**src/sv/dcrp_pkg.sv**
```systemverilog
// ----------------------------------------------------------------------------
// dcrp_pkg
// Types and constants of the DHCP client reply parser.
// ----------------------------------------------------------------------------
package dcrp_pkg;

  localparam int unsigned HEADER_BYTES = 240;
  localparam logic [31:0] XID_RESET    = 32'h1234_5678;

  localparam logic [7:0] OP_REPLY   = 8'd2;
  localparam logic [7:0] KIND_OFFER = 8'd2;
  localparam logic [7:0] KIND_ACK   = 8'd5;
  localparam logic [7:0] OPT_PAD    = 8'd0;
  localparam logic [7:0] OPT_MASK   = 8'd1;
  localparam logic [7:0] OPT_ROUTER = 8'd3;
  localparam logic [7:0] OPT_DNS    = 8'd6;
  localparam logic [7:0] OPT_TYPE   = 8'd53;
  localparam logic [7:0] OPT_SERVER = 8'd54;
  localparam logic [7:0] OPT_END    = 8'd255;

  // result event codes
  localparam logic [1:0] EV_IGNORED  = 2'd0;
  localparam logic [1:0] EV_DISCOVER = 2'd1;
  localparam logic [1:0] EV_REQUEST  = 2'd2;
  localparam logic [1:0] EV_BOUND    = 2'd3;

  // client phase codes
  localparam logic [1:0] PH_IDLE     = 2'd0;
  localparam logic [1:0] PH_DISC     = 2'd1;
  localparam logic [1:0] PH_REQ      = 2'd2;
  localparam logic [1:0] PH_BOUND    = 2'd3;

  typedef struct packed {
    logic       action;
    logic [7:0] rx_byte;
    logic       rx_last;
  } in_item_t;

  typedef struct packed {
    logic [1:0]  event_res;
    logic [31:0] offered_ip;
    logic [31:0] server_ip;
    logic [31:0] subnet_mask;
    logic [31:0] gateway_ip;
    logic [31:0] dns_server;
    logic [1:0]  client_status;
  } out_item_t;

  typedef enum logic [1:0] {
    CMD_START,
    CMD_BYTE,
    CMD_LAST
  } cmd_kind_e;

  typedef struct packed {
    cmd_kind_e  kind;
    logic [7:0] data;
  } cmd_t;

  typedef struct packed {
    logic full;
    logic empty;
  } q_status_t;

endpackage

```
**src/sv/dcrp_front.sv**
```systemverilog
// ----------------------------------------------------------------------------
// dcrp_front
// Accepts input items and turns them into parser commands for the queue.
// ----------------------------------------------------------------------------
module dcrp_front (
  input  logic                in_valid_i,
  output logic                in_ready_o,
  input  dcrp_pkg::in_item_t  in_item_i,
  input  dcrp_pkg::q_status_t q_status_i,
  output logic                push_o,
  output dcrp_pkg::cmd_t      cmd_o
);

  assign in_ready_o = !q_status_i.full;
  assign push_o     = in_valid_i && !q_status_i.full;

  always_comb begin
    cmd_o.data = in_item_i.rx_byte;
    priority if (!in_item_i.action) begin
      cmd_o.kind = dcrp_pkg::CMD_START;
    end else if (in_item_i.rx_last) begin
      cmd_o.kind = dcrp_pkg::CMD_LAST;
    end else begin
      cmd_o.kind = dcrp_pkg::CMD_BYTE;
    end
  end

endmodule

```
**src/sv/dcrp_queue.sv**
```systemverilog
// ----------------------------------------------------------------------------
// dcrp_queue
// Small command FIFO between the front and the back of the parser.
// ----------------------------------------------------------------------------
module dcrp_queue #(
  parameter int unsigned DEPTH = 4
) (
  input  logic                clk_i,
  input  logic                rst_ni,
  input  logic                push_i,
  input  dcrp_pkg::cmd_t      cmd_i,
  input  logic                pop_i,
  output dcrp_pkg::cmd_t      cmd_o,
  output dcrp_pkg::q_status_t status_o
);

  localparam int unsigned AW = (DEPTH > 1) ? $clog2(DEPTH) : 1;
  localparam int unsigned CW = $clog2(DEPTH + 1);
  localparam logic [AW-1:0] LAST_PTR = AW'(DEPTH - 1);
  localparam logic [CW-1:0] FULL_CNT = CW'(DEPTH);

  dcrp_pkg::cmd_t mem_q [DEPTH];
  logic [AW-1:0]  wr_q, wr_d, rd_q, rd_d;
  logic [CW-1:0]  cnt_q, cnt_d;
  logic           do_push, do_pop;

  assign status_o.full  = (cnt_q == FULL_CNT);
  assign status_o.empty = (cnt_q == '0);
  assign do_push = push_i && !status_o.full;
  assign do_pop  = pop_i && !status_o.empty;
  assign cmd_o   = mem_q[rd_q];

  always_comb begin
    wr_d  = wr_q;
    rd_d  = rd_q;
    cnt_d = cnt_q;
    if (do_push) begin
      wr_d = (wr_q == LAST_PTR) ? '0 : wr_q + AW'(1);
    end
    if (do_pop) begin
      rd_d = (rd_q == LAST_PTR) ? '0 : rd_q + AW'(1);
    end
    unique case ({do_push, do_pop})
      2'b10:   cnt_d = cnt_q + CW'(1);
      2'b01:   cnt_d = cnt_q - CW'(1);
      default: cnt_d = cnt_q;
    endcase
  end

  always_ff @(posedge clk_i or negedge rst_ni) begin
    if (!rst_ni) begin
      wr_q  <= '0;
      rd_q  <= '0;
      cnt_q <= '0;
    end else begin
      wr_q  <= wr_d;
      rd_q  <= rd_d;
      cnt_q <= cnt_d;
    end
  end

  always_ff @(posedge clk_i) begin
    if (do_push) begin
      mem_q[wr_q] <= cmd_i;
    end
  end

endmodule

```
**src/sv/dcrp_back.sv**
```systemverilog
// ----------------------------------------------------------------------------
// dcrp_back
// Reply parser and client phase machine, with the registered result slot.
// ----------------------------------------------------------------------------
module dcrp_back (
  input  logic                clk_i,
  input  logic                rst_ni,
  input  logic                cfg_valid_i,
  input  logic [31:0]         cfg_data_i,
  input  logic                cmd_valid_i,
  input  dcrp_pkg::cmd_t      cmd_i,
  output logic                pop_o,
  output logic                out_valid_o,
  input  logic                out_ready_i,
  output dcrp_pkg::out_item_t out_item_o
);

  // option walker phases
  localparam logic [1:0] OPH_CODE = 2'd0;
  localparam logic [1:0] OPH_LEN  = 2'd1;
  localparam logic [1:0] OPH_VAL  = 2'd2;
  localparam logic [1:0] OPH_END  = 2'd3;

  logic [31:0] tid_q;
  logic [1:0]  phase_q, phase_d;
  logic [7:0]  pos_q, pos_d;
  logic [7:0]  op_q, op_d;
  logic [31:0] xid_q, xid_d;
  logic [31:0] yip_q, yip_d;
  logic [1:0]  oph_q, oph_d;
  logic [7:0]  code_q, code_d;
  logic [7:0]  left_q, left_d;
  logic [2:0]  idx_q, idx_d;
  logic [7:0]  kind_q, kind_d;
  logic [31:0] srv_q, srv_d;
  logic [31:0] mask_q, mask_d;
  logic [31:0] rtr_q, rtr_d;
  logic [31:0] dns_q, dns_d;

  logic                out_valid_q, out_valid_d;
  dcrp_pkg::out_item_t out_q, out_d;
  logic                has_result, slot_free, load_out;
  logic [7:0]          b;
  logic [1:0]          ev;

  assign b          = cmd_i.data;
  assign has_result = (cmd_i.kind != dcrp_pkg::CMD_BYTE);
  assign slot_free  = !out_valid_q || out_ready_i;
  assign pop_o      = cmd_valid_i && (!has_result || slot_free);
  assign load_out   = pop_o && has_result;

  assign out_valid_o = out_valid_q;
  assign out_item_o  = out_q;

  always_comb begin
    phase_d = phase_q; pos_d = pos_q; op_d = op_q; xid_d = xid_q; yip_d = yip_q;
    oph_d = oph_q; code_d = code_q; left_d = left_q; idx_d = idx_q;
    kind_d = kind_q; srv_d = srv_q; mask_d = mask_q; rtr_d = rtr_q; dns_d = dns_q;
    out_d = out_q;
    ev    = dcrp_pkg::EV_IGNORED;

    if (pop_o) begin
      if (cmd_i.kind == dcrp_pkg::CMD_START) begin
        phase_d = dcrp_pkg::PH_DISC;
        out_d   = '0;
        out_d.event_res     = dcrp_pkg::EV_DISCOVER;
        out_d.client_status = dcrp_pkg::PH_DISC;
      end else begin
        if (32'(pos_q) < dcrp_pkg::HEADER_BYTES) begin
          if (pos_q == 8'd0) begin
            op_d = b;
          end else if (pos_q >= 8'd4 && pos_q <= 8'd7) begin
            xid_d = {xid_q[23:0], b};
          end else if (pos_q >= 8'd16 && pos_q <= 8'd19) begin
            yip_d[{pos_q[1:0], 3'b000} +: 8] = b;
          end
          pos_d = pos_q + 8'd1;
        end else begin
          unique case (oph_q)
            OPH_CODE: begin
              if (b == dcrp_pkg::OPT_END) begin
                oph_d = OPH_END;
              end else if (b != dcrp_pkg::OPT_PAD) begin
                code_d = b;
                oph_d  = OPH_LEN;
              end
            end
            OPH_LEN: begin
              left_d = b;
              idx_d  = 3'd0;
              unique case (code_q)
                dcrp_pkg::OPT_TYPE:   kind_d = '0;
                dcrp_pkg::OPT_MASK:   mask_d = '0;
                dcrp_pkg::OPT_ROUTER: rtr_d  = '0;
                dcrp_pkg::OPT_DNS:    dns_d  = '0;
                dcrp_pkg::OPT_SERVER: srv_d  = '0;
                default: ;
              endcase
              oph_d = (b == 8'd0) ? OPH_CODE : OPH_VAL;
            end
            OPH_VAL: begin
              // only the first four value bytes land; later ones are skipped
              if (!idx_q[2]) begin
                unique case (code_q)
                  dcrp_pkg::OPT_TYPE: begin
                    if (idx_q == 3'd0) kind_d = b;
                  end
                  dcrp_pkg::OPT_MASK:   mask_d[{idx_q[1:0], 3'b000} +: 8] = b;
                  dcrp_pkg::OPT_ROUTER: rtr_d[{idx_q[1:0], 3'b000} +: 8]  = b;
                  dcrp_pkg::OPT_DNS:    dns_d[{idx_q[1:0], 3'b000} +: 8]  = b;
                  dcrp_pkg::OPT_SERVER: srv_d[{idx_q[1:0], 3'b000} +: 8]  = b;
                  default: ;
                endcase
                idx_d = idx_q + 3'd1;
              end
              left_d = left_q - 8'd1;
              if (left_d == 8'd0) oph_d = OPH_CODE;
            end
            default: ;
          endcase
        end

        if (cmd_i.kind == dcrp_pkg::CMD_LAST) begin
          if (32'(pos_d) >= dcrp_pkg::HEADER_BYTES && op_d == dcrp_pkg::OP_REPLY &&
              xid_d == tid_q) begin
            if (phase_q == dcrp_pkg::PH_DISC && kind_d == dcrp_pkg::KIND_OFFER) begin
              phase_d = dcrp_pkg::PH_REQ;
              ev      = dcrp_pkg::EV_REQUEST;
            end else if (phase_q == dcrp_pkg::PH_REQ && kind_d == dcrp_pkg::KIND_ACK) begin
              phase_d = dcrp_pkg::PH_BOUND;
              ev      = dcrp_pkg::EV_BOUND;
            end
          end
          out_d = '0;
          out_d.event_res     = ev;
          out_d.client_status = phase_d;
          if (ev != dcrp_pkg::EV_IGNORED) begin
            out_d.offered_ip  = yip_d;
            out_d.server_ip   = srv_d;
            out_d.subnet_mask = mask_d;
            out_d.gateway_ip  = rtr_d;
            out_d.dns_server  = dns_d;
          end
        end
      end

      // start and last byte both leave a clean parser for the next reply
      if (has_result) begin
        pos_d = '0; op_d = '0; xid_d = '0; yip_d = '0; oph_d = OPH_CODE;
        code_d = '0; left_d = '0; idx_d = '0; kind_d = '0;
        srv_d = '0; mask_d = '0; rtr_d = '0; dns_d = '0;
      end
    end

    if (load_out) begin
      out_valid_d = 1'b1;
    end else if (out_ready_i) begin
      out_valid_d = 1'b0;
    end else begin
      out_valid_d = out_valid_q;
    end
  end

  always_ff @(posedge clk_i or negedge rst_ni) begin
    if (!rst_ni) begin
      tid_q <= dcrp_pkg::XID_RESET;
      phase_q <= dcrp_pkg::PH_IDLE;
      pos_q <= '0; op_q <= '0; xid_q <= '0; yip_q <= '0; oph_q <= OPH_CODE;
      code_q <= '0; left_q <= '0; idx_q <= '0; kind_q <= '0;
      srv_q <= '0; mask_q <= '0; rtr_q <= '0; dns_q <= '0;
      out_valid_q <= 1'b0;
    end else begin
      if (cfg_valid_i) tid_q <= cfg_data_i;
      phase_q <= phase_d;
      pos_q <= pos_d; op_q <= op_d; xid_q <= xid_d; yip_q <= yip_d; oph_q <= oph_d;
      code_q <= code_d; left_q <= left_d; idx_q <= idx_d; kind_q <= kind_d;
      srv_q <= srv_d; mask_q <= mask_d; rtr_q <= rtr_d; dns_q <= dns_d;
      out_valid_q <= out_valid_d;
    end
  end

  always_ff @(posedge clk_i) begin
    if (load_out) out_q <= out_d;
  end

endmodule

```
**src/sv/dhcp_client_reply_parser_unit.sv**
```systemverilog
// ----------------------------------------------------------------------------
// dhcp_client_reply_parser_unit
// DHCP client: discovery start and byte-wise reply parsing.
// ----------------------------------------------------------------------------
// Input channel (in_valid_i/in_ready_o, in_item_i): action 0 starts discovery,
// action 1 carries one reply payload byte, rx_last marking the final byte.
// Output channel (out_valid_o/out_ready_i, out_item_o): one result item per
// start and per last byte; other bytes give none.
// Config channel (cfg_valid_i/cfg_ready_o, cfg_data_i): transaction id, always
// ready. The user must write it only while the block is idle; not enforced.
// Throughput: one item per cycle while the queue is not full. Items go through
// a QUEUE_DEPTH-entry command queue into the parser, which updates its state
// for each byte it pops. An accepted item is written into the queue; the parser
// pops it after any items ahead of it and loads its result into the register.
// Receiver stall: the result register holds, bytes without a result keep
// draining, and in_ready_o drops once the queue fills.
// Reset: client idle, parser cleared, transaction id 0x12345678, queue empty.
// ----------------------------------------------------------------------------
module dhcp_client_reply_parser_unit #(
  parameter int unsigned QUEUE_DEPTH = 4
) (
  input  logic                clk_i,
  input  logic                rst_ni,
  input  logic                cfg_valid_i,
  output logic                cfg_ready_o,
  input  logic [31:0]         cfg_data_i,
  input  logic                in_valid_i,
  output logic                in_ready_o,
  input  dcrp_pkg::in_item_t  in_item_i,
  output logic                out_valid_o,
  input  logic                out_ready_i,
  output dcrp_pkg::out_item_t out_item_o
);

  dcrp_pkg::q_status_t q_status;
  dcrp_pkg::cmd_t      push_cmd, head_cmd;
  logic                push, pop;

  assign cfg_ready_o = 1'b1;

  dcrp_front u_front (
    .in_valid_i (in_valid_i),
    .in_ready_o (in_ready_o),
    .in_item_i  (in_item_i),
    .q_status_i (q_status),
    .push_o     (push),
    .cmd_o      (push_cmd)
  );

  dcrp_queue #(
    .DEPTH (QUEUE_DEPTH)
  ) u_queue (
    .clk_i    (clk_i),
    .rst_ni   (rst_ni),
    .push_i   (push),
    .cmd_i    (push_cmd),
    .pop_i    (pop),
    .cmd_o    (head_cmd),
    .status_o (q_status)
  );

  dcrp_back u_back (
    .clk_i       (clk_i),
    .rst_ni      (rst_ni),
    .cfg_valid_i (cfg_valid_i),
    .cfg_data_i  (cfg_data_i),
    .cmd_valid_i (!q_status.empty),
    .cmd_i       (head_cmd),
    .pop_o       (pop),
    .out_valid_o (out_valid_o),
    .out_ready_i (out_ready_i),
    .out_item_o  (out_item_o)
  );

endmodule

```
**config.mk**
```make
export PLATFORM = sky130hd
export DESIGN_NAME = dhcp_client_reply_parser_unit
export DESIGN_NICKNAME = d
export VERILOG_FILES = /design/src/sv/dcrp_pkg.sv /design/src/sv/dcrp_front.sv /design/src/sv/dcrp_queue.sv /design/src/sv/dcrp_back.sv /design/src/sv/dhcp_client_reply_parser_unit.sv
export SDC_FILE = /design/constraint.sdc
export NUM_CORES = 1
export LEC_CHECK = 0
export ABC_AREA = 1
export BUFFER_PORTS_ARGS = -buffer_cell sky130_fd_sc_hd__buf_2
export CORE_MARGIN = 1
export CORE_UTILIZATION = 45
export DETAILED_ROUTE_END_ITERATION = 10
export SETUP_SLACK_MARGIN = 0.3
export SYNTH_ARGS = -nofsm -noshare
export SYNTH_HDL_FRONTEND = slang
export SYNTH_HIERARCHICAL = 1
export SYNTH_SLANG_ARGS = --single-unit
export TNS_END_PERCENT = 10
```
**constraint.sdc**
```tcl
create_clock -name clk_i -period 28.7 [get_ports clk_i]
set_input_delay 5.74 -clock clk_i [delete_from_list [all_inputs] [get_ports clk_i]]
set_output_delay 5.74 -clock clk_i [all_outputs]
set_load 0.03 [all_outputs]
```
==> results of run 1 <==
==> state kept, by name, summed over array words and instances, names as in the netlist, 3 cells and up <==
signal / count
u_back/op_q: 8
u_back/mask_q: 32
u_back/yip_q: 32
u_back/left_q: 8
u_back/idx_q: 3
u_back/srv_q: 32
u_back/kind_q: 8
u_back/xid_q: 32
u_back/pos_q: 8
u_back/out_item_o: 164
u_queue/cnt_q: 3
u_queue/mem_q: 40
u_back/code_q: 8
u_back/dns_q: 32
u_back/rtr_q: 32
u_back/tid_q: 32
==> layout by cell type, fill, tap and decap left out, types with 4 or more instances in the layout <==
cell | synthesis | layout
mux2_2 | 9 | 9
clkbuf_1 | 74 | 9
nor3_1 | 22 | 22
o211ai_1 | 19 | 19
clkinv_1 | 4 | 14
inv_2 | 4 | 4
nand3_1 | 96 | 96
a21oi_1 | 130 | 130
a32oi_1 | 13 | 13
clkinvlp_4 | 0 | 5
a22oi_1 | 90 | 90
edfxtp_1 | 204 | 204
clkbuf_16 | 0 | 53
o21ai_1 | 15 | 14
nor4_1 | 11 | 11
nor2_1 | 147 | 146
o21ai_0 | 226 | 226
nor2_2 | 5 | 5
clkinv_2 | 0 | 6
buf_4 | 21 | 14
nand2_1 | 459 | 458
dfstp_2 | 13 | 13
inv_1 | 261 | 260
buf_2 | 11 | 211
a22o_1 | 10 | 10
dfrtp_1 | 266 | 266
xor2_1 | 7 | 7
ha_1 | 21 | 21
nand4_1 | 9 | 9
a21oi_2 | 59 | 59
clkbuf_8 | 0 | 7
o22ai_1 | 91 | 91
==> stage by stage <==
step | util (%) | std cells | hold slack (ns) | total power [uW] | area [sq um]
finish | 51.85 | 3209 | 0.4821 | 2669 | 25540
global route | 51.85 | 3209 | 0.5039 | 2822 | 25540
floorplan | - | 2352 | 0.4479 | 1762 | 22570
detailed placement | 48.53 | 3114 | 0.4690 | 2041 | 23900
global placement | 48.53 | 3114 | 0.4639 | 2024 | 23900
CTS | 51.85 | 3209 | 0.4847 | 2689 | 25540
==> final cells by class <==
cell class | count | area (sq um) | share of cell area (%)
inverters | 269 | 1012 | 3.964
well taps | 664 | 830.8 | 3.253
clock buffers | 69 | 1456 | 5.703
multi-input cells | 1471 | 7741 | 30.31
clock inverters | 26 | 177.7 | 0.6957
repair buffers | 227 | 1196 | 4.684
flip-flops and latches | 483 | 13120 | 51.39
==> worst paths after layout <==
path                                               from                                    to  slack [ns]  cells past startpoint
max in group asynchronous                        rst_ni          u_back/rtr_q[27]$_DFFE_PN0P_       22.07                      2
min reg2reg                u_back/yip_q[30]$_DFFE_PN0P_          u_back/yip_q[30]$_DFFE_PN0P_        0.48                      2
min in group asynchronous                        rst_ni          u_back/tid_q[30]$_DFFE_PN0P_        5.16                      1
max                                         out_ready_i  u_back/out_item_o[127]$_SDFFCE_PP0P_       20.41                      8
max reg2reg                 u_back/pos_q[3]$_DFFE_PN0P_  u_back/out_item_o[113]$_SDFFCE_PP0P_       23.21                     11
min                        u_back/yip_q[30]$_DFFE_PN0P_          u_back/yip_q[30]$_DFFE_PN0P_        0.48                      2
==> synthesized netlist by cell type (2+ instances only) <==
cell       instances  area [sq um]
nand2_1          459          1723
or2_2              3         18.77
a22oi_1           90         675.7
nor2_1           147         551.8
nand2_2            2         12.51
dfrtp_1          266          6656
dfstp_2           13         341.6
clkbuf_1          74         277.8
nor4_1            11         68.82
inv_1            261         979.7
clkinv_1           4         15.01
o211ai_1          19         142.6
xnor2_1            2         17.52
a22o_1            10         87.58
ha_1              21         262.8
a21oi_1          130         650.6
nand3_2            2         20.02
o211ai_2           3         37.54
o31ai_1            2         15.01
nand3_1           96         480.5
nand3_4            2         35.03
edfxtp_1         204          6126
buf_2             11         55.05
buf_6             18         202.7
buf_4             21         157.7
buf_1              4         15.01
xor2_1             7         61.31
nor3_1            22         110.1
o22ai_1           91         569.3
a32oi_1           13         113.9
nand4_1            9         56.30
o2111ai_1          3         26.28
o21ai_1           15         75.07
nor2_2             5         31.28
mux2_2             9         101.4
a21oi_2           59         516.8
inv_2              4         15.01
o21a_1             2         15.01
o21ai_0          226          1131
and2_1             2         12.51
==> layer usage <==
| layer | global-route usage [%] | wire length, microns | up-vias |
|---|---|---|---|
| li1 | - | - | 8383 |
| met1 | 33.01 | 26230 | 8651 |
| met2 | 38.69 | 29230 | 602 |
| met3 | 3.500 | 3868 | 118 |
| met4 | 9.041 | 1934 | 0 |
| met5 | 0 | 0 | - |
==> logic make-up after synthesis <==
logic type	after synthesis	synth area share [%]
other	1	0.01661
AOI/OAI and AO/OA	667	18.12
buffers and inverters	398	7.677
muxes	9	0.4490
and+or+nand+nor	763	14.00
xor gates and xnor gates	9	0.3492
adders and majority gates	22	1.253
DFF	483	58.14
==> tightest hold or removal path, stage by stage, from the launching register on <==
cell	delay, ns
dfrtp_1	0.34
nand2_1	0.05
o21ai_0	0.06
==> power by group through the flow <==
stage,clock network [uW],logic [uW],registers [uW]
finish,642,1040,986
global placement,0,1020,1000
global route,683,1140,1000
CTS,659,1040,990
detailed placement,0,1040,1000
floorplan,0,529,1230
==> results.py, run 1 <==
metrics = {
    "run_status": {
        "status": "completed",
    },
    "die": {
        "die_y_microns": 226.0,
        "core_sq_um": 49250,
        "die_w_microns": 226.0,
        "io_pins": 214,
        "row_count": 81,
        "die_area_sq_um": 51060,
        "initial_core_util_pct": 45.83,
    },
    "clock_network": {
        "htreeDepth": 2,
        "cts_tree": "done",
        "clkLatencyLatePin_ns": 0.60,
        "cts_buffers": 51,
        "cts_root_buf": "clkbuf_16",
        "cts_resized": 0,
        "cts_setup_buffers": 0,
        "ctsHoldBuffers": 0,
        "cts_num_sinks": 483,
        "clk_path_buf_depth": 3,
        "clk_pin_slew_ns": 0.06,
    },
    "sta": {
        "worstMarginPinSlew_ns": 1.181,
        "final.setup.tns_ns": 0,
        "finalCriticalPeriod_ns": 8.289,
        "fin_crit_sh_pct": 28.88,
        "fmax_ghz": 0.1206,
        "fin_skew_ns": 0.01591,
        "setup_viol": 0,
        "finalHoldViolations": 0,
        "maxSlewHeadroom_pct": 21.24,
        "drv_slew": 0,
        "fin_ws_ns": 20.41,
        "rsz0062_at_grt": "no",
    },
    "routing": {
        "drt-total-wl_mm": 61.26,
        "vias": 17750,
        "routed_via_density": 5.533,
        "dr.pass1.iters": 6,
        "first_iter_violations": 1685,
        "drc": 0,
        "antenna_left": 0,
        "routedWlPerCell_microns": 19.09,
    },
    "grt": {
        "grt_pass1_vias": 17140,
        "grt_max_degree": 172,
        "grt.total_usage_pct": 24.06,
        "antenna_found_initial": 0,
        "grt_pass1_wl_mm": 95.89,
        "grt_overflow": 0,
    },
    "power_and_ir_drop": {
        "p_int_uw": 1511,
        "p_sw_uw": 1158,
        "seqPwrFrac_pct": 36.9,
        "irDropWorstVdd_mv": 0.08093,
        "power_leakage_uw": 0.01039,
        "p_comb_share_pct": 39.0,
        "power.density_nw_per_um2": 104.5,
        "swShare_pct": 43.38,
        "clkPwrFrac_pct": 24.0,
    },
    "synth": {
        "yosysWarningCount": 6,
        "yosysUniqueCellTypes": 50,
        "synth-seq-cells": 483,
        "synth_flop_cell": "dfrtp_1",
        "avgSynthCellArea_sq_um": 9.597,
        "synthCells": 2352,
        "synth_fp_nets": 2421,
        "ys_seq_area_share_pct": 58.14,
        "netlist_area_sq_um": 22570,
        "synth_edf_count": 204,
        "synthArstFlopShare_pct": 57.76,
    },
    "placed_design": {
        "hpwl_mm": 40.06,
        "globalplace.congestion": 0.9083,
        "pre_cts_ws_ns": 19.72,
        "numPortBuffers": 212,
    },
    "setup_path": {
        "worstSetupPathType": "primary input to flip-flop",
        "startpoint_type": "primary input",
        "critPathSlowestCell": "buf_4",
        "critPathBufInv": 5,
        "crit_path_frequent_cell": "buf_4",
        "worst_ep_arrival_time_ns": 8.51,
        "path_max_fanout": 82,
        "critical_path.max_stage_delay_ns": 0.90,
        "critPathTopFamily": "buffers and inverters",
        "crit_chain": "buf_2 -> nor2_1 -> inv_1 -> o21ai_4 -> buf_4 -> nor2_4 -> buf_4 -> buf_4",
        "worstPathRequired_ns": 28.92,
        "worst_setup_path_end_kind": "flip-flop",
    },
    "worst_hold_path": {
        "hold_path.class": "flip-flop to flip-flop",
    },
    "finish": {
        "fill_cells": 4642,
        "areaGrowthSynthToFinish_pct": 13.14,
        "fin_nets": 2572,
        "drive_above_1_share_pct": 16.19,
        "insertedDiodeCount": 0,
    },
    "run": {
        "cap_violations": 0,
    },
}
Power figures use the tool's default switching activity.
==> inputs of run 2 (changes only) <==
- PLACE_DENSITY: unset -> 0.66
- clock period: 28.7 -> 6.9 ns (I/O delays scaled with it)
==> results.py, run 2 (synthesized netlist as in run 1, its figures left out) <==
metrics = {
    "run_status": {
        "status": "completed",
    },
    "routing": {
        "routedWlPerCell_microns": 18.94,
        "dr.pass1.iters": 6,
        "drc": 0,
        "drt-total-wl_mm": 60.88,
        "vias": 17890,
        "first_iter_violations": 1709,
        "antenna_left": 0,
        "routed_via_density": 5.564,
    },
    "finish": {
        "areaGrowthSynthToFinish_pct": 13.86,
        "final_common_cell": "nand2_1",
        "largest_reg_flops": 164,
        "final_cell_mix": "nand2_1 (458), dfrtp_1 (266), inv_1 (260)",
        "final_util_pct": 52.18,
        "fin_nets": 2576,
        "insertedDiodeCount": 0,
        "finalNonFillerCells": 3215,
        "drive_above_1_share_pct": 16.54,
    },
    "die": {
        "die_w_microns": 226.0,
        "die_y_microns": 226.0,
        "io_pins": 214,
        "row_count": 81,
        "die_area_sq_um": 51060,
        "core_sq_um": 49250,
        "initial_core_util_pct": 45.83,
    },
    "grt": {
        "grt_max_degree": 174,
        "grt_pass1_vias": 17230,
        "grt.total_usage_pct": 23.79,
        "antenna_found_initial": 0,
        "grt_pass1_wl_mm": 94.53,
        "grt_overflow": 0,
    },
    "clock_network": {
        "cts_num_sinks": 483,
        "cts_root_buf": "clkbuf_16",
        "clk_path_buf_depth": 3,
        "cts_resized": 0,
        "clk_pin_slew_ns": 0.06,
        "ctsHoldBuffers": 0,
        "clkLatencyLatePin_ns": 0.61,
        "htreeDepth": 2,
        "cts_tree": "done",
        "cts_setup_buffers": 0,
        "cts_buffers": 52,
    },
    "sta": {
        "finalHoldViolations": 0,
        "worstMarginPinSlew_ns": 1.381,
        "fmax_ghz": 0.2056,
        "finalCriticalPeriod_ns": 4.863,
        "fin_ws_ns": 2.037,
        "fin_crit_sh_pct": 70.49,
        "final.setup.tns_ns": 0,
        "drv_slew": 0,
        "setup_viol": 0,
        "fin_skew_ns": 0.02440,
        "rsz0062_at_grt": "no",
        "maxSlewHeadroom_pct": 7.207,
    },
    "setup_path": {
        "worst_r2r_path_depth": 16,
        "r2r-end": "u_back/out_item_o[43]$_SDFFCE_PP0P_",
        "r2r-start": "u_queue/rd_q[1]$_DFFE_PN0P_",
        "startpoint_type": "flip-flop",
        "worstSetupPathType": "flip-flop to flip-flop",
        "worstPathRequired_ns": 7.32,
        "worst_setup_path_end_kind": "flip-flop",
        "worst_ep_arrival_time_ns": 5.29,
        "r2r_setup_slack_ns": 2.04,
        "path_max_fanout": 61,
    },
    "placed_design": {
        "pre_cts_ws_ns": 2.098,
        "globalplace.congestion": 0.9180,
        "dp.cells": 3117,
        "hpwl_mm": 40.46,
        "numPortBuffers": 212,
    },
    "worst_hold_path": {
        "min_path_cells": 2,
        "hp-start": "u_back/yip_q[6]$_DFFE_PN0P_",
        "holdPathEnd": "u_back/yip_q[6]$_DFFE_PN0P_",
        "hold_path.class": "flip-flop to flip-flop",
    },
    "run": {
        "cap_violations": 0,
    },
    "power_and_ir_drop": {
        "power.density_nw_per_um2": 439.4,
        "irDropWorstVdd_mv": 0.3729,
        "power_leakage_uw": 0.01047,
    },
}
-- run 2: cell type report --
class | instances | area (sq um)
inverters | 269 | 1012
well taps | 664 | 830.8
multi-input cells | 1471 | 7741
clock inverters | 37 | 385.4
flip-flops and latches | 483 | 13120
clock buffers | 61 | 1375
repair buffers | 230 | 1231
fillers | 4536 | 23560
-- run 2: critical path: stages, from the launching register on --
cell and delay, ns:
dfrtp_1 0.68, inv_1 0.35, o211ai_1 0.19, nand2_1 0.36, inv_1 0.53, nand3_1 0.19, nand3_1 0.11, nand2_1 0.05
nor2_1 0.09, nand2_1 0.06, nor2_1 0.10, nand2_1 0.07, nor2_1 0.13, and2_2 0.23, nand3_4 0.60, buf_4 0.63
a21oi_1 0.26
-- run 2: how the worst max path moves through the flow --
| stage | from | end | slack, ns | cells after the start |
|---|---|---|---|---|
| after floorplan | out_ready_i | u_back/phase_q[0]$_DFFE_PN0P_ | 0.42 | 7 |
| after global placement | u_queue/rd_q[1]$_DFFE_PN0P_ | u_back/out_item_o[39]$_SDFFCE_PP0P_ | 2.19 | 16 |
| after detailed placement | u_queue/rd_q[1]$_DFFE_PN0P_ | u_back/out_item_o[117]$_SDFFCE_PP0P_ | 2.10 | 17 |
| after CTS | u_queue/rd_q[1]$_DFFE_PN0P_ | u_back/out_item_o[131]$_SDFFCE_PP0P_ | 2.09 | 17 |
| after global routing | u_queue/rd_q[1]$_DFFE_PN0P_ | u_back/out_item_o[86]$_SDFFCE_PP0P_ | 1.63 | 16 |
| final | u_queue/rd_q[1]$_DFFE_PN0P_ | u_back/out_item_o[43]$_SDFFCE_PP0P_ | 2.04 | 16 |
-- run 2: power breakdown --
group	leakage, uW	internal, uW	switching, uW	total [uW]
combinational	0.00382	947	3390	4340
clock	0.000854	1660	1190	2850
sequential	0.00580	3830	275	4110
total	0.0105	6440	4850	11300
-- run 2: metrics by stage --
step           hold slack [ns]  cell area (sq um)  total power, uW
2_1_floorplan           0.4479              22570             7253
3_3_place_gp            0.4641              23940             8408
3_5_place_dp            0.4679              23940             8476
4_1_cts                 0.4841              25700            11350
5_1_grt                 0.4971              25700            11890
6_report                0.4834              25700            11290
-- run 2: routing by layer --
layer	global-route usage [%]	part of all wire [%]	vias up
li1	-	-	8395
met1	32.57	43	8659
met2	38.04	47	707
met3	3.552	6.7	128
met4	9.370	3.2	0
met5	0	0	-
==> inputs of run 3 (changes only) <==
- ABC_AREA: 1 -> 0
- PLACE_DENSITY: 0.66 -> unset
- clock period: 6.9 -> 5.04 ns (I/O delays scaled with it)
==> results.py, run 3 <==
metrics = {
    "clock_network": {
        "ctsHoldBuffers": 0,
        "cts_buffers": 51,
        "clkLatencyLatePin_ns": 0.61,
        "htreeDepth": 2,
        "cts_setup_buffers": 0,
        "clk_pin_slew_ns": 0.06,
        "cts_root_buf": "clkbuf_16",
        "clk_path_buf_depth": 3,
        "cts_num_sinks": 483,
        "cts_tree": "done",
        "cts_resized": 0,
    },
    "setup_path": {
        "crit_path_frequent_cell": "buf_4",
        "worst_setup_path_end_kind": "flip-flop",
        "worstPathRequired_ns": 5.49,
        "path_max_fanout": 63,
        "crit_chain": "buf_4 -> mux4_2 -> nor3_1 -> nand4_1 -> a22oi_1 -> o2111ai_1 -> or4_1 -> a211o_4 -> buf_4 -> nor2_1",
        "worst_ep_arrival_time_ns": 4.62,
        "startpoint_type": "flip-flop",
        "critical_path.max_stage_delay_ns": 0.74,
        "critPathTopFamily": "simple AND/OR/NAND/NOR gates",
        "critPathBufInv": 2,
        "critPathSlowestCell": "mux4_2",
        "worstSetupPathType": "flip-flop to flip-flop",
    },
    "worst_hold_path": {
        "hold_path.class": "primary input to asynchronous set/reset pin",
    },
    "die": {
        "die_w_microns": 221.9,
        "initial_core_util_pct": 45.57,
        "core_sq_um": 47750,
        "die_area_sq_um": 49240,
        "row_count": 80,
        "die_y_microns": 221.9,
        "io_pins": 214,
    },
    "grt": {
        "grt.total_usage_pct": 24.10,
        "grt_pass1_wl_mm": 93.11,
        "grt_pass1_vias": 15910,
        "grt_overflow": 0,
        "antenna_found_initial": 0,
        "grt_max_degree": 103,
    },
    "finish": {
        "final_util_pct": 52.31,
        "final_cell_mix": "nand2_1 (277), dfrtp_1 (266), buf_2 (211)",
        "largest_reg_flops": 164,
        "drive_above_1_share_pct": 18.22,
        "fin_nets": 2189,
        "fin_area_sq_um": 24980,
        "areaGrowthSynthToFinish_pct": 14.78,
        "final_common_cell": "nand2_1",
        "insertedDiodeCount": 0,
    },
    "run_status": {
        "status": "completed",
    },
    "routing": {
        "top_layer": "met4",
        "met1Wirelength_mm": 26.95,
        "drt-total-wl_mm": 59.54,
        "routed_via_density": 5.914,
        "antenna_left": 0,
        "dr_wl_met2_mm": 27.84,
        "wl_met3_mm": 3.535,
        "drc": 0,
        "vias": 16430,
        "routedWlPerCell_microns": 21.43,
        "first_iter_violations": 1529,
        "dr.pass1.iters": 6,
    },
    "synth": {
        "synth_area_leader_cell": "dfrtp_1",
        "yosysUniqueCellTypes": 78,
        "yosysWarningCount": 6,
        "synth_most_common_cell": "nand2_1",
        "synth_flop_cell": "dfrtp_1",
        "synth_fp_nets": 2020,
        "yosysTopAreaCellShare_pct": 30.59,
        "avgSynthCellArea_sq_um": 11.15,
        "synth_edf_count": 204,
        "synth_area_leaders": "dfrtp_1 (31%), edfxtp_1 (28%), nand2_1 (4.8%)",
        "ys_seq_area_share_pct": 60.31,
        "netlist_area_sq_um": 21760,
        "netlist_top_cells_count": "nand2_1 (277), dfrtp_1 (266), edfxtp_1 (204)",
        "synthCells": 1951,
        "synth-seq-cells": 483,
        "synthArstFlopShare_pct": 57.76,
    },
    "power_and_ir_drop": {
        "power.density_nw_per_um2": 537.6,
        "power_uw": 13430,
        "irDropWorstVdd_mv": 0.3645,
        "power_leakage_uw": 0.009771,
    },
    "sta": {
        "worstMarginPinSlew_ns": 1.201,
        "fin_ws_ns": 0.8748,
        "finalCriticalPeriod_ns": 4.165,
        "rsz0062_at_grt": "no",
        "maxSlewHeadroom_pct": 19.19,
        "fin_crit_sh_pct": 82.64,
        "fin_skew_ns": 0.02175,
        "final.setup.tns_ns": 0,
        "setup_viol": 0,
        "fmax_ghz": 0.2401,
        "drv_slew": 0,
        "finalHoldViolations": 0,
    },
    "placed_design": {
        "globalplace.congestion": 0.8902,
        "pre_cts_ws_ns": 0.9019,
        "place_area_sq_um": 23300,
        "numPortBuffers": 212,
        "hpwl_mm": 38.95,
    },
    "run": {
        "cap_violations": 0,
    },
}
run 3: changes by cell type after synthesis, moves of 59 or more:
cell,before,now
a22o_1,10,75
o21ai_0,226,155
nand2_1,459,277
inv_1,261,45
o22ai_1,91,9
a21oi_2,59,0
a21oi_1,130,58
run 3: layout make-up:
| cell class | instances | area, sq um |
|---|---|---|
| Inverter | 45 | 172.7 |
| Sequential cell | 483 | 13120 |
| Timing Repair Buffer | 241 | 1339 |
| Clock inverter | 22 | 203.9 |
| Fill cell | 4219 | 22770 |
| Multi-Input combinational cell | 1298 | 7893 |
| Tap cell | 615 | 769.5 |
| Clock buffer | 74 | 1475 |
run 3: cells by family after synthesis:
logic type	after synthesis	share of synthesized area [%]
xor gates and xnor gates	33	1.328
muxes	42	2.691
buffers and inverters	170	3.542
other	1	0.01723
and+or+nand+nor	667	13.86
adders and majority gates	22	1.300
AOI/OAI and AO/OA	533	16.95
DFF	483	60.31
run 3: worst paths after layout:
path / start / to / slack [ns] / cells after the start
min in group clk_i: u_back/srv_q[3]$_DFFE_PN0P_ / u_back/srv_q[3]$_DFFE_PN0P_ / 0.48 / 2
hold / removal: rst_ni / u_back/tid_q[29]$_DFFE_PN0P_ / 0.46 / 1
setup / recovery: u_queue/rd_q[0]$_DFFE_PN0P_ / u_back/out_item_o[82]$_SDFFCE_PP0P_ / 0.87 / 10
setup reg to reg: u_queue/rd_q[0]$_DFFE_PN0P_ / u_back/out_item_o[82]$_SDFFCE_PP0P_ / 0.87 / 10
max in group asynchronous: rst_ni / u_back/tid_q[18]$_DFFE_PN1P_ / 3.53 / 2
hold reg to reg: u_back/srv_q[3]$_DFFE_PN0P_ / u_back/srv_q[3]$_DFFE_PN0P_ / 0.48 / 2
run 3: through the flow:
stage,hold WS (ns),instances
2_1_floorplan,0.4502,1951
3_3_place_gp,0.4628,2682
3_5_place_dp,0.4707,2682
4_1_cts,0.4843,2778
5_1_grt,0.4979,2778
6_report,0.4561,2778
run 3: power breakdown:
group	leakage [uW]	internal (uW)	total (uW)	switching (uW)
sequential	0.00579	4890	5190	302
clock	0.000824	2190	3750	1560
combinational	0.00316	1040	4490	3450
total	0.00977	8120	13400	5310
run 3: worst register-to-register path, stage by stage (launching register included):
cell	delay [ns]
dfrtp_1	0.54
buf_4	0.27
mux4_2	0.75
nor3_1	0.30
nand4_1	0.19
a22oi_1	0.23
o2111ai_1	0.20
or4_1	0.66
a211o_4	0.34
buf_4	0.30
nor2_1	0.27
run 3: metal layers:
metal	vias to the layer above	GRT usage, %
met5	-	0
met2	556	37.67
met1	8236	34.92
li1	7543	-
met4	0	6.429
met3	93	3.949
